===== config.mk =====
export PLATFORM = sky130hd
export DESIGN_NAME = normalized_l2_distance_matcher
export DESIGN_NICKNAME = d
export VERILOG_FILES = /design/src/hdl/nldm_pkg.sv /design/src/hdl/normalized_l2_distance_matcher.sv
export VERILOG_INCLUDE_DIRS = /design/src /design/src/hdl
export SDC_FILE = /design/constraint.sdc
export NUM_CORES = 2
export LEC_CHECK = 0
export BUFFER_PORTS_ARGS = -buffer_cell sky130_fd_sc_hd__buf_2
export CAP_MARGIN = 20
export CORE_ASPECT_RATIO = 0.9
export CORE_UTILIZATION = 47
export DETAILED_ROUTE_END_ITERATION = 8
export GPL_ROUTABILITY_DRIVEN = 0
export PLACE_DENSITY = 0.61
export SLEW_MARGIN = 20
export SYNTH_ARGS = -nofsm -noshare
export SYNTH_HDL_FRONTEND = slang
export SYNTH_SLANG_ARGS = --single-unit
export TNS_END_PERCENT = 10

===== constraint.sdc =====
create_clock -name i_clk -period 15.27 [get_ports i_clk]
set_clock_uncertainty 0.1 [all_clocks]
set_input_delay 0 -clock i_clk [delete_from_list [all_inputs] [get_ports i_clk]]
set_output_delay 0 -clock i_clk [all_outputs]
set_load 0.005 [all_outputs]

===== src/hdl/normalized_l2_distance_matcher_defines.svh =====
// assertion macros shared by the distance matcher rtl
`ifndef NORMALIZED_L2_DISTANCE_MATCHER_DEFINES_SVH
`define NORMALIZED_L2_DISTANCE_MATCHER_DEFINES_SVH

`ifndef NO_ASSERTIONS

// expression holds at every edge out of reset
`define NLDM_ASSERT_ALWAYS(label, clk, rst_n, expr, msg) \
    label: assert property (@(posedge clk) disable iff (!(rst_n)) (expr)) \
        else $error(msg);

// condition at one edge implies the expression at the next edge
`define NLDM_ASSERT_NEXT(label, clk, rst_n, cond, expr, msg) \
    label: assert property (@(posedge clk) disable iff (!(rst_n)) (cond) |=> (expr)) \
        else $error(msg);

// condition implies the expression at the same edge
`define NLDM_ASSERT_IMPL(label, clk, rst_n, cond, expr, msg) \
    label: assert property (@(posedge clk) disable iff (!(rst_n)) (cond) |-> (expr)) \
        else $error(msg);

`else

`define NLDM_ASSERT_ALWAYS(label, clk, rst_n, expr, msg)
`define NLDM_ASSERT_NEXT(label, clk, rst_n, cond, expr, msg)
`define NLDM_ASSERT_IMPL(label, clk, rst_n, cond, expr, msg)

`endif

`endif


===== src/hdl/nldm_pkg.sv =====
// types and constants of the normalized distance matcher
package nldm_pkg;

    localparam int BYTE_W  = 8;
    localparam int DIST_W  = 17;
    localparam int THR_W   = 17;
    localparam int DIGIT_W = 4;
    localparam int Q_W     = 34;
    localparam int Q2_W    = 67;
    localparam int SHIFT_W = 64;
    localparam int BIT_W   = 5;

    localparam logic [DIST_W-1:0] MAX_DIST = 17'd92681;
    localparam logic [DIST_W-1:0] ONE_Q16  = 17'd65536;
    localparam logic [Q_W-1:0]    TWO_Q32  = 34'h2_0000_0000;
    localparam logic [BIT_W-1:0]  TOP_BIT  = 5'd16;

    typedef enum logic [3:0] {
        S_ACC,
        S_START,
        S_MUL_LR,
        S_MUL_DD,
        S_TRY,
        S_MUL_D,
        S_MUL_Q,
        S_MUL_P,
        S_NEXT,
        S_OUT
    } t_state;

endpackage


===== src/hdl/normalized_l2_distance_matcher.sv =====
// normalized euclidean distance between two byte fingerprints
//
// Input channel (i_in_valid / o_in_stall) takes one byte pair per beat,
// i_last marks the final pair. Pairs are summed in the cycle they arrive,
// so a fingerprint streams in at one beat per cycle. Pairs past
// MAX_LENGTH are ignored, but a last mark on them still closes the vector.
// After the last beat the block stalls its input and runs a bitwise search
// for the 17-bit distance: each trial squares the candidate, squares
// 2^33 - d^2 and scales that by |L|^2*|R|^2 on one shared multiplier that
// takes 4 bits of the multiplier operand per cycle. After two setup
// products, up to 17 trials run before the result moves to the output;
// a vector with an all-zero side skips the search. The input stays
// stalled until the result has been handed to the output register.
// The result sits in an output register (o_out_valid / i_out_stall); the
// next fingerprint may stream in while it waits, and a new result waits
// in the sequencer until the register is free.
// The threshold is written on i_cfg_valid / o_cfg_ready, always ready.
// Reset clears the sums, pair count, threshold and any pending result.
`include "normalized_l2_distance_matcher_defines.svh"

module normalized_l2_distance_matcher
    import nldm_pkg::*;
#(
    parameter int MAX_LENGTH = 64
) (
    input  logic              i_clk,
    input  logic              i_rst_n,
    // byte pair channel
    input  logic              i_in_valid,
    output logic              o_in_stall,
    input  logic [BYTE_W-1:0] i_left_byte,
    input  logic [BYTE_W-1:0] i_right_byte,
    input  logic              i_last,
    // result channel
    output logic              o_out_valid,
    input  logic              i_out_stall,
    output logic [DIST_W-1:0] o_distance,
    output logic              o_within_threshold,
    // threshold write channel
    input  logic              i_cfg_valid,
    output logic              o_cfg_ready,
    input  logic [THR_W-1:0]  i_cfg_match_threshold
);

    localparam int SUM_W = $clog2(MAX_LENGTH * 65025 + 1);
    localparam int CNT_W = $clog2(MAX_LENGTH + 1);
    localparam int P_W   = 2 * SUM_W;
    localparam int MW    = (P_W > Q_W) ? P_W : Q_W;
    localparam int CW    = P_W + Q2_W;

    // control state
    t_state             r_state, n_state;
    logic [SUM_W-1:0]   r_left_sum, n_left_sum;
    logic [SUM_W-1:0]   r_right_sum, n_right_sum;
    logic [SUM_W-1:0]   r_cross_sum, n_cross_sum;
    logic [CNT_W-1:0]   r_pair_count, n_pair_count;
    logic               r_out_valid, n_out_valid;
    logic [THR_W-1:0]   r_thr;

    // datapath
    logic [CW-1:0]      r_mcand, n_mcand;
    logic [MW-1:0]      r_mplier, n_mplier;
    logic [CW-1:0]      r_acc, n_acc;
    logic [P_W-1:0]     r_prod_lr, n_prod_lr;
    logic [P_W+1:0]     r_dot_sq4, n_dot_sq4;
    logic [DIST_W-1:0]  r_dist, n_dist;
    logic [DIST_W-1:0]  r_cand, n_cand;
    logic [BIT_W-1:0]   r_bit, n_bit;
    logic [DIST_W-1:0]  r_out_dist, n_out_dist;
    logic               r_out_within, n_out_within;

    logic                    w_in_acc;
    logic [2*BYTE_W-1:0]     w_l_sq, w_r_sq, w_lr;
    logic [CW+DIGIT_W-1:0]   w_partial;
    logic                    w_mul_done;
    logic [DIST_W-1:0]       w_try;
    logic [Q_W-1:0]          w_q;
    logic [CW-1:0]           w_rhs;

    // byte products and shared multiplier step
    assign w_in_acc   = i_in_valid && !o_in_stall;
    assign w_l_sq     = i_left_byte * i_left_byte;
    assign w_r_sq     = i_right_byte * i_right_byte;
    assign w_lr       = i_left_byte * i_right_byte;
    assign w_partial  = r_mcand * r_mplier[DIGIT_W-1:0];
    assign w_mul_done = (r_mplier == '0);
    assign w_try      = r_dist | (DIST_W'(1) << r_bit);
    assign w_q        = TWO_Q32 - r_acc[Q_W-1:0];
    assign w_rhs      = CW'({r_dot_sq4, {SHIFT_W{1'b0}}});

    // sequencer and datapath next values
    always_comb begin
        n_state      = r_state;
        n_left_sum   = r_left_sum;
        n_right_sum  = r_right_sum;
        n_cross_sum  = r_cross_sum;
        n_pair_count = r_pair_count;
        n_out_valid  = r_out_valid && i_out_stall;
        n_mcand      = r_mcand;
        n_mplier     = r_mplier;
        n_acc        = r_acc;
        n_prod_lr    = r_prod_lr;
        n_dot_sq4    = r_dot_sq4;
        n_dist       = r_dist;
        n_cand       = r_cand;
        n_bit        = r_bit;
        n_out_dist   = r_out_dist;
        n_out_within = r_out_within;

        // one multiplier digit per cycle in every multiply state
        if (!w_mul_done) begin
            n_acc    = r_acc + w_partial[CW-1:0];
            n_mcand  = r_mcand << DIGIT_W;
            n_mplier = r_mplier >> DIGIT_W;
        end

        case (r_state)
            S_ACC: begin
                if (w_in_acc) begin
                    if (r_pair_count < CNT_W'(MAX_LENGTH)) begin
                        n_left_sum   = r_left_sum + SUM_W'(w_l_sq);
                        n_right_sum  = r_right_sum + SUM_W'(w_r_sq);
                        n_cross_sum  = r_cross_sum + SUM_W'(w_lr);
                        n_pair_count = r_pair_count + 1'b1;
                    end
                    if (i_last) begin
                        n_state = S_START;
                    end
                end
            end
            S_START: begin
                if (r_left_sum == '0 || r_right_sum == '0) begin
                    n_dist  = (r_left_sum == '0 && r_right_sum == '0) ? '0 : ONE_Q16;
                    n_state = S_OUT;
                end else begin
                    n_mcand  = CW'(r_left_sum);
                    n_mplier = MW'(r_right_sum);
                    n_acc    = '0;
                    n_state  = S_MUL_LR;
                end
            end
            S_MUL_LR: begin
                if (w_mul_done) begin
                    n_prod_lr = r_acc[P_W-1:0];
                    n_mcand   = CW'(r_cross_sum);
                    n_mplier  = MW'(r_cross_sum);
                    n_acc     = '0;
                    n_state   = S_MUL_DD;
                end
            end
            S_MUL_DD: begin
                if (w_mul_done) begin
                    n_dot_sq4 = {r_acc[P_W-1:0], 2'b00};
                    n_dist    = '0;
                    n_bit     = TOP_BIT;
                    n_state   = S_TRY;
                end
            end
            S_TRY: begin
                n_cand = w_try;
                if (w_try <= MAX_DIST) begin
                    n_mcand  = CW'(w_try);
                    n_mplier = MW'(w_try);
                    n_acc    = '0;
                    n_state  = S_MUL_D;
                end else begin
                    n_state = S_NEXT;
                end
            end
            S_MUL_D: begin
                if (w_mul_done) begin
                    n_mcand  = CW'(w_q);
                    n_mplier = MW'(w_q);
                    n_acc    = '0;
                    n_state  = S_MUL_Q;
                end
            end
            S_MUL_Q: begin
                if (w_mul_done) begin
                    n_mcand  = r_acc;
                    n_mplier = MW'(r_prod_lr);
                    n_acc    = '0;
                    n_state  = S_MUL_P;
                end
            end
            S_MUL_P: begin
                if (w_mul_done) begin
                    if (r_acc >= w_rhs) begin
                        n_dist = r_cand;
                    end
                    n_state = S_NEXT;
                end
            end
            S_NEXT: begin
                if (r_bit == '0) begin
                    n_state = S_OUT;
                end else begin
                    n_bit   = r_bit - 1'b1;
                    n_state = S_TRY;
                end
            end
            S_OUT: begin
                if (!r_out_valid || !i_out_stall) begin
                    n_out_dist   = r_dist;
                    n_out_within = (r_thr != '0) && (r_dist <= r_thr);
                    n_out_valid  = 1'b1;
                    n_left_sum   = '0;
                    n_right_sum  = '0;
                    n_cross_sum  = '0;
                    n_pair_count = '0;
                    n_state      = S_ACC;
                end
            end
            default: begin
                n_state = S_ACC;
            end
        endcase
    end

    // control registers
    always_ff @(posedge i_clk) begin
        if (!i_rst_n) begin
            r_state      <= S_ACC;
            r_left_sum   <= '0;
            r_right_sum  <= '0;
            r_cross_sum  <= '0;
            r_pair_count <= '0;
            r_out_valid  <= 1'b0;
        end else begin
            r_state      <= n_state;
            r_left_sum   <= n_left_sum;
            r_right_sum  <= n_right_sum;
            r_cross_sum  <= n_cross_sum;
            r_pair_count <= n_pair_count;
            r_out_valid  <= n_out_valid;
        end
    end

    // threshold register
    always_ff @(posedge i_clk) begin
        if (!i_rst_n) begin
            r_thr <= '0;
        end else if (i_cfg_valid && o_cfg_ready) begin
            r_thr <= i_cfg_match_threshold;
        end
    end

    // datapath registers
    always_ff @(posedge i_clk) begin
        r_mcand      <= n_mcand;
        r_mplier     <= n_mplier;
        r_acc        <= n_acc;
        r_prod_lr    <= n_prod_lr;
        r_dot_sq4    <= n_dot_sq4;
        r_dist       <= n_dist;
        r_cand       <= n_cand;
        r_bit        <= n_bit;
        r_out_dist   <= n_out_dist;
        r_out_within <= n_out_within;
    end

    // ports
    assign o_in_stall         = (r_state != S_ACC);
    assign o_out_valid        = r_out_valid;
    assign o_distance         = r_out_dist;
    assign o_within_threshold = r_out_within;
    assign o_cfg_ready        = 1'b1;

    // checks
    `NLDM_ASSERT_ALWAYS(a_count_bound, i_clk, i_rst_n,
        r_pair_count <= CNT_W'(MAX_LENGTH), "pair count past limit")
    `NLDM_ASSERT_NEXT(a_acc_open, i_clk, i_rst_n,
        w_in_acc && !i_last, !o_in_stall, "stall after non-last beat")
    `NLDM_ASSERT_IMPL(a_dist_range, i_clk, i_rst_n,
        o_out_valid, o_distance <= MAX_DIST, "distance out of range")

endmodule


After elaboration in Yosys (flattened, before gate mapping)
Index checks and enable logic that the tools add are counted.

operators by class
  add/subtract/negate cells = 7
  multipliers = 4
  order comparisons = 4
  eq/ne operators = 21
  shift-type cells = 1
  muxes and demuxes = 56
  bitwise gates (word level) = 1
  reduce and logical (&&, ||, !) cells = 27

operator list
  operator                  count
  $mux W111                 10
  $pmux W111 S5             1
  $pmux W111 S3             1
  $mux W44                  6
  $pmux W44 S5              1
  $mux W22                  7
  $pmux W22 S2              3
  $add A111 B111 Y111       1
  $ge A111 B110 Y1          1
  $mul A111 B4 Y111         1
  $mux W17                  5
  $add A22 B16 Y22          3
  $pmux W17 S3              1
  $mul A8 B8 Y16            3
  $logic_not A22 Y1         2
  $logic_not A44 Y1         1
  $mux W4                   11
  $pmux W4 S10              1
  $sub A34 B34 Y34 const A  1
  $ne A2 B2 Y1 const B      12
  $mux W7                   3
  $le A17 B17 Y1            1
  $le A17 B17 Y1 const B    1
  $or A17 B17 Y17           1
  other kinds (27)          43

storage, ports and cells
  register bits after elaboration = 506
  input bits = 39
  logic and storage cells = 138

Depth between registers and ports, before layout
  word-level depth = 5
  mapped depth = 22
  gate-level depth less buffers = 21

Worst setup path after synthesis
No wires, ideal clock.

  path kind = register to register
  start = reg r_mplier[1]
  end = reg r_acc[109]
  setup time = 117 ps
  data arrival time = 5006 ps
  data required time = 15053 ps
  slack = 10046 ps
  stages on the path, launching flop included = 21
  buffers on the path = 3
  clock period less this slack = 5224 ps
  cell sequence = dfxtp_1 > clkbuf_1 > clkbuf_1 > clkbuf_1 > nand2_1 > fa_1 > fa_1 > fa_1 > inv_1 > ha_1 > o211ai_1 > a21oi_1 > o211ai_2 > o21ai_0 > a41oi_4 > o211ai_2 > a31oi_1 > o21ai_2 > nor4b_4 > or3_2 > a32o_1

between the ends
  longest elaborated chain between the ends = 5

ends and longest elaborated chain
  item                          line                                   RTL
  from (decl)                   normalized_l2_distance_matcher.sv:62   logic [MW-1:0] r_mplier, n_mplier;
  from (signal assigned)        normalized_l2_distance_matcher.sv:251  r_mplier <= n_mplier;
  $mul A111 B4 Y111             normalized_l2_distance_matcher.sv:85   assign w_partial = r_mcand * r_mplier[DIGIT_W-1:0];
  $add A111 B111 Y111           normalized_l2_distance_matcher.sv:112  n_acc = r_acc + w_partial[CW-1:0];
  $mux W111                     normalized_l2_distance_matcher.sv:111  if (!w_mul_done) begin
  $mux W111 (on tied branches)  -
  $pmux W111 S3 (*)             normalized_l2_distance_matcher.sv:117  case (r_state)
  named net n_acc[109]          normalized_l2_distance_matcher.sv:63   logic [CW-1:0] r_acc, n_acc;
  to (signal assigned)          normalized_l2_distance_matcher.sv:252  r_acc <= n_acc;
  to (decl)                     normalized_l2_distance_matcher.sv:63

Mark *: on every way through the listed nets, which the timed path passes. The rest lies on a longest branch.
A chain may end at the register's enable or synchronous reset.

Worst setup path in the final report
  start = reg r_mplier[2]
  end = reg r_acc[106]

Same word-level chain as after synthesis.

==> run metrics <==
Synth async-reset ratio=0; die width=~330 um; hold depth=5; Initial Utilization=0.4757; via count=between 30000 and 40000; initial antenna violation count=6; fin cells=between 6000 and 7000; Crit path max-delay family=compound AO/OA/AOI/OAI gates; Synth Instances=5336; VDD IR max=roughly 120 uV; TritonCTS clock tree=built; Syn Std Cell Area=~0.047 mm2; final hold violations=0; Global Route Usage Sum=0.2728; Clk Latency, worst-skew pair=approximately 0.65 ns; first-pass GRT wire length=between 200000 and 250000 um; Slew headroom=0.2354; flop2flop setup slack=between 8 and 9 ns; Worst-Margin Slew=around 1.1 ns; LEAKAGE=between 20 and 25 nW; Final Cycle Share=0.4604; placed cells=roughly 6500; htree depth=3; area delta synth->final=7.554%; Worst EP required=between 15 and 20 ns; setup_tns=0 ns; Max FO, Critical Path=60; reg2reg end=r_acc[106]; HP Class=input pin to flop; clk buf depth=3; failing checks=DRC; path type of the worst setup path=flop to flop; Slew Limit Fails=0; startpoint types=flop; CTS buffer count=66; die height=roughly 300 um; commonest register cell after synthesis=dfxtp_1; Slowest Stage Delay on Critical Path=roughly 0.96 ns; DP Wirelength=roughly 100000 um; number of global-route vias before repair=about 37000; reg-to-reg critical path startpoint=r_mplier[2]; Post-CTS Resized=0; largest net degree at the start of global routing=190; PD cells=~150 mW/mm2; drt total wl=136400 um; global route overflow=0; final routed DRC violation total=3; max cap viols=0; Final Setup Violations=0; # diodes=0; sequential area share after synthesis=0.2472; DR WL/cell=about 20 um; Core Box Area=between 0.09 and 0.1 mm2; CTS root buffer=clkbuf_16; Detail Route Antenna Nets=0; Buffers on Ports=58; initial DRC count=3971; # IOs=60; Via-to-Cell Ratio=around 5.7; Slowest-stage cell, CP=dfxtp_2; Hold Startpoint=i_in_valid; FF+latch count, synth=between 500 and 600; worst path cell trace=buf_4 -> nand2_1 -> fa_1 -> fa_1 -> fa_1 -> inv_1 -> ha_1 -> nand3_1 -> o22ai_1 -> o21ai_0 -> a2111oi_2 -> o31ai_2 -> o21bai_4 -> nand3_1 -> and3_4 -> o41ai_2 -> xnor2_1 -> o21ai_1; clock sinks=between 500 and 600; status=complete, but fails checks; router iterations before antenna repair=9; layout cells sized above 1=0.05142; Worst Reg-to-Reg Cells=18; Clock transition at path regs=about 0.06 ns; row cnt=about 110; Final WS setup=a little over 8 ns; worst slack, placed=around 8.6 ns; f_max=142.2 MHz; Final #Nets=approximately 6100; RSZ-0062 raised after global routing=false; Critical path buffers and inverters=2; Final min period=around 7 ns; Worst Setup End Kind=flop; cell mode on critical path=fa_1; Mapped Avg Cell Area=slightly below 9 um2; Critical Path Stages=18; hold path endpoint=r_pair_count[1]; post-synthesis net count=approximately 6000; Synth cell types=112; fillers=around 9300; Yosys warnings=0; DIE AREA=0.1009 mm2; worst path arrival time=roughly 7.4 ns; Post-synth EDFFs=145
-- worst reg2reg max path: stages, from the launching register on --
cell and delay [ns]:
dfxtp_2 0.96, buf_4 0.75, nand2_1 0.18, fa_1 0.55, fa_1 0.42, fa_1 0.49
inv_1 0.04, ha_1 0.32, nand3_1 0.09, o22ai_1 0.45, o21ai_0 0.31, a2111oi_2 0.61
o31ai_2 0.24, o21bai_4 0.34, nand3_1 0.24, and3_4 0.31, o41ai_2 0.24, xnor2_1 0.16
o21ai_1 0.08
-- cell type report --
class                   count  area (um2)  area share
repair buffers            135       988.4     0.01962
clock inverters            33       291.5    0.005787
clock buffers              89        1831     0.03633
inverters                 823        3089     0.06132
multi-input cells        3743       30930      0.6139
flip-flops and latches    506       11590      0.2300
well taps                1332        1667     0.03308
-- timing repair --
item                      CTS  global route
setup buffers               0             0
hold endpoints to repair   78             0
hold buffers               39             0
-- flip-flops by register name (all words and copies together) (netlist names) --
name and flops:
r_dot_sq4 44, r_acc 111, r_cross_sum 22, r_left_sum 22
r_bit 5, r_mcand 111, o_within_threshold 1, r_thr 17
r_dist 17, r_prod_lr 44, r_pair_count 7, r_mplier 44
o_out_valid 1, r_state 4, o_distance 17, r_right_sum 22
r_cand 17
-- logic make-up after synthesis --
logic type / count (synthesis) / share of synthesized area
AOI/OAI and AO/OA: 1130 / 0.1603
xor gates and xnor gates: 187 / 0.03497
adders and majority gates: 756 / 0.2742
buffers and inverters: 1087 / 0.09394
DFF: 506 / 0.2472
muxes: 26 / 0.005663
other: 1 / 0.00008006
and+or+nand+nor: 1643 / 0.1836
-- cell usage after synthesis, types with 74 or more instances --
cell type    n  share of area
a21o_1      90          0.014
edfxtp_1   145          0.093
dfxtp_1    361           0.15
o21ai_0    270          0.029
ha_1       305          0.081
nand4_1     76          0.010
inv_1      822          0.066
nand3_1     96          0.010
nand2_1    474          0.038
clkbuf_1   186          0.015
nor3_1      74         0.0079
nor2_1     187          0.015
a21oi_1    280          0.030
xnor2_1    122          0.023
and2_1     506          0.068
fa_1       451           0.19
-- cells in the final DEF (no fill, tap or decap), types with 19 or more instances in the layout --
cell type,count
inv_1,821
and2_1,506
nand2_1,474
fa_1,451
dfxtp_1,357
ha_1,305
a21oi_1,278
o21ai_0,270
nor2_1,184
edfxtp_1,145
xnor2_1,122
nand3_1,96
a21o_1,90
nand4_1,76
nor3_1,73
nor2b_1,70
clkbuf_16,68
a222oi_1,65
xor2_1,65
buf_2,59
a22oi_1,44
nor4_1,41
dlygate4sd3_1,39
a21boi_0,36
buf_4,35
o21bai_1,33
a31oi_1,28
o21ai_1,27
or3_1,24
o21a_1,23
a221o_1,23
o211ai_1,23
and3_1,22
mux2i_1,22
nand2b_1,22
o22ai_1,21
a221oi_1,19
-- power breakdown --
part           switching, mW  total [mW]  internal [mW]
logic                   2.39        3.72           1.33
registers              0.416        2.05           1.63
clock network          0.662        1.56          0.900
-- worst max path at each step --
stage                            from          to
after floorplan           r_mplier[1]  r_acc[109]
after global placement    r_mplier[2]   r_acc[98]
after detailed placement  r_mplier[2]   r_acc[98]
after CTS                 r_mplier[2]  r_acc[106]
after global routing      r_mplier[2]  r_acc[109]
final                     r_mplier[2]  r_acc[106]
-- metal layers --
metal  GRT usage  share of wire  vias to the layer above
met5           0        0.00017                        -
met4     0.05958          0.020                        4
met3     0.04597          0.082                      176
met2      0.4095           0.43                     1406
met1      0.4084           0.47                    18950
li1            -              -                    17720
-- per-stage QoR --
stage | power, mW | util | area (um2) | hold slack (ns)
after CTS | 7.301 | 0.5114 | 50350 | 0.09754
after detailed placement | 5.715 | 0.4859 | 47840 | 0.1703
after global routing | 7.866 | 0.5116 | 50380 | 0.1436
after global placement | 5.669 | 0.4859 | 47840 | 0.1598
final | 7.328 | 0.5116 | 50380 | 0.1232
after floorplan | 4.690 | - | 46840 | 0.06979
No activity file was read; power rests on OpenSTA's default activity.
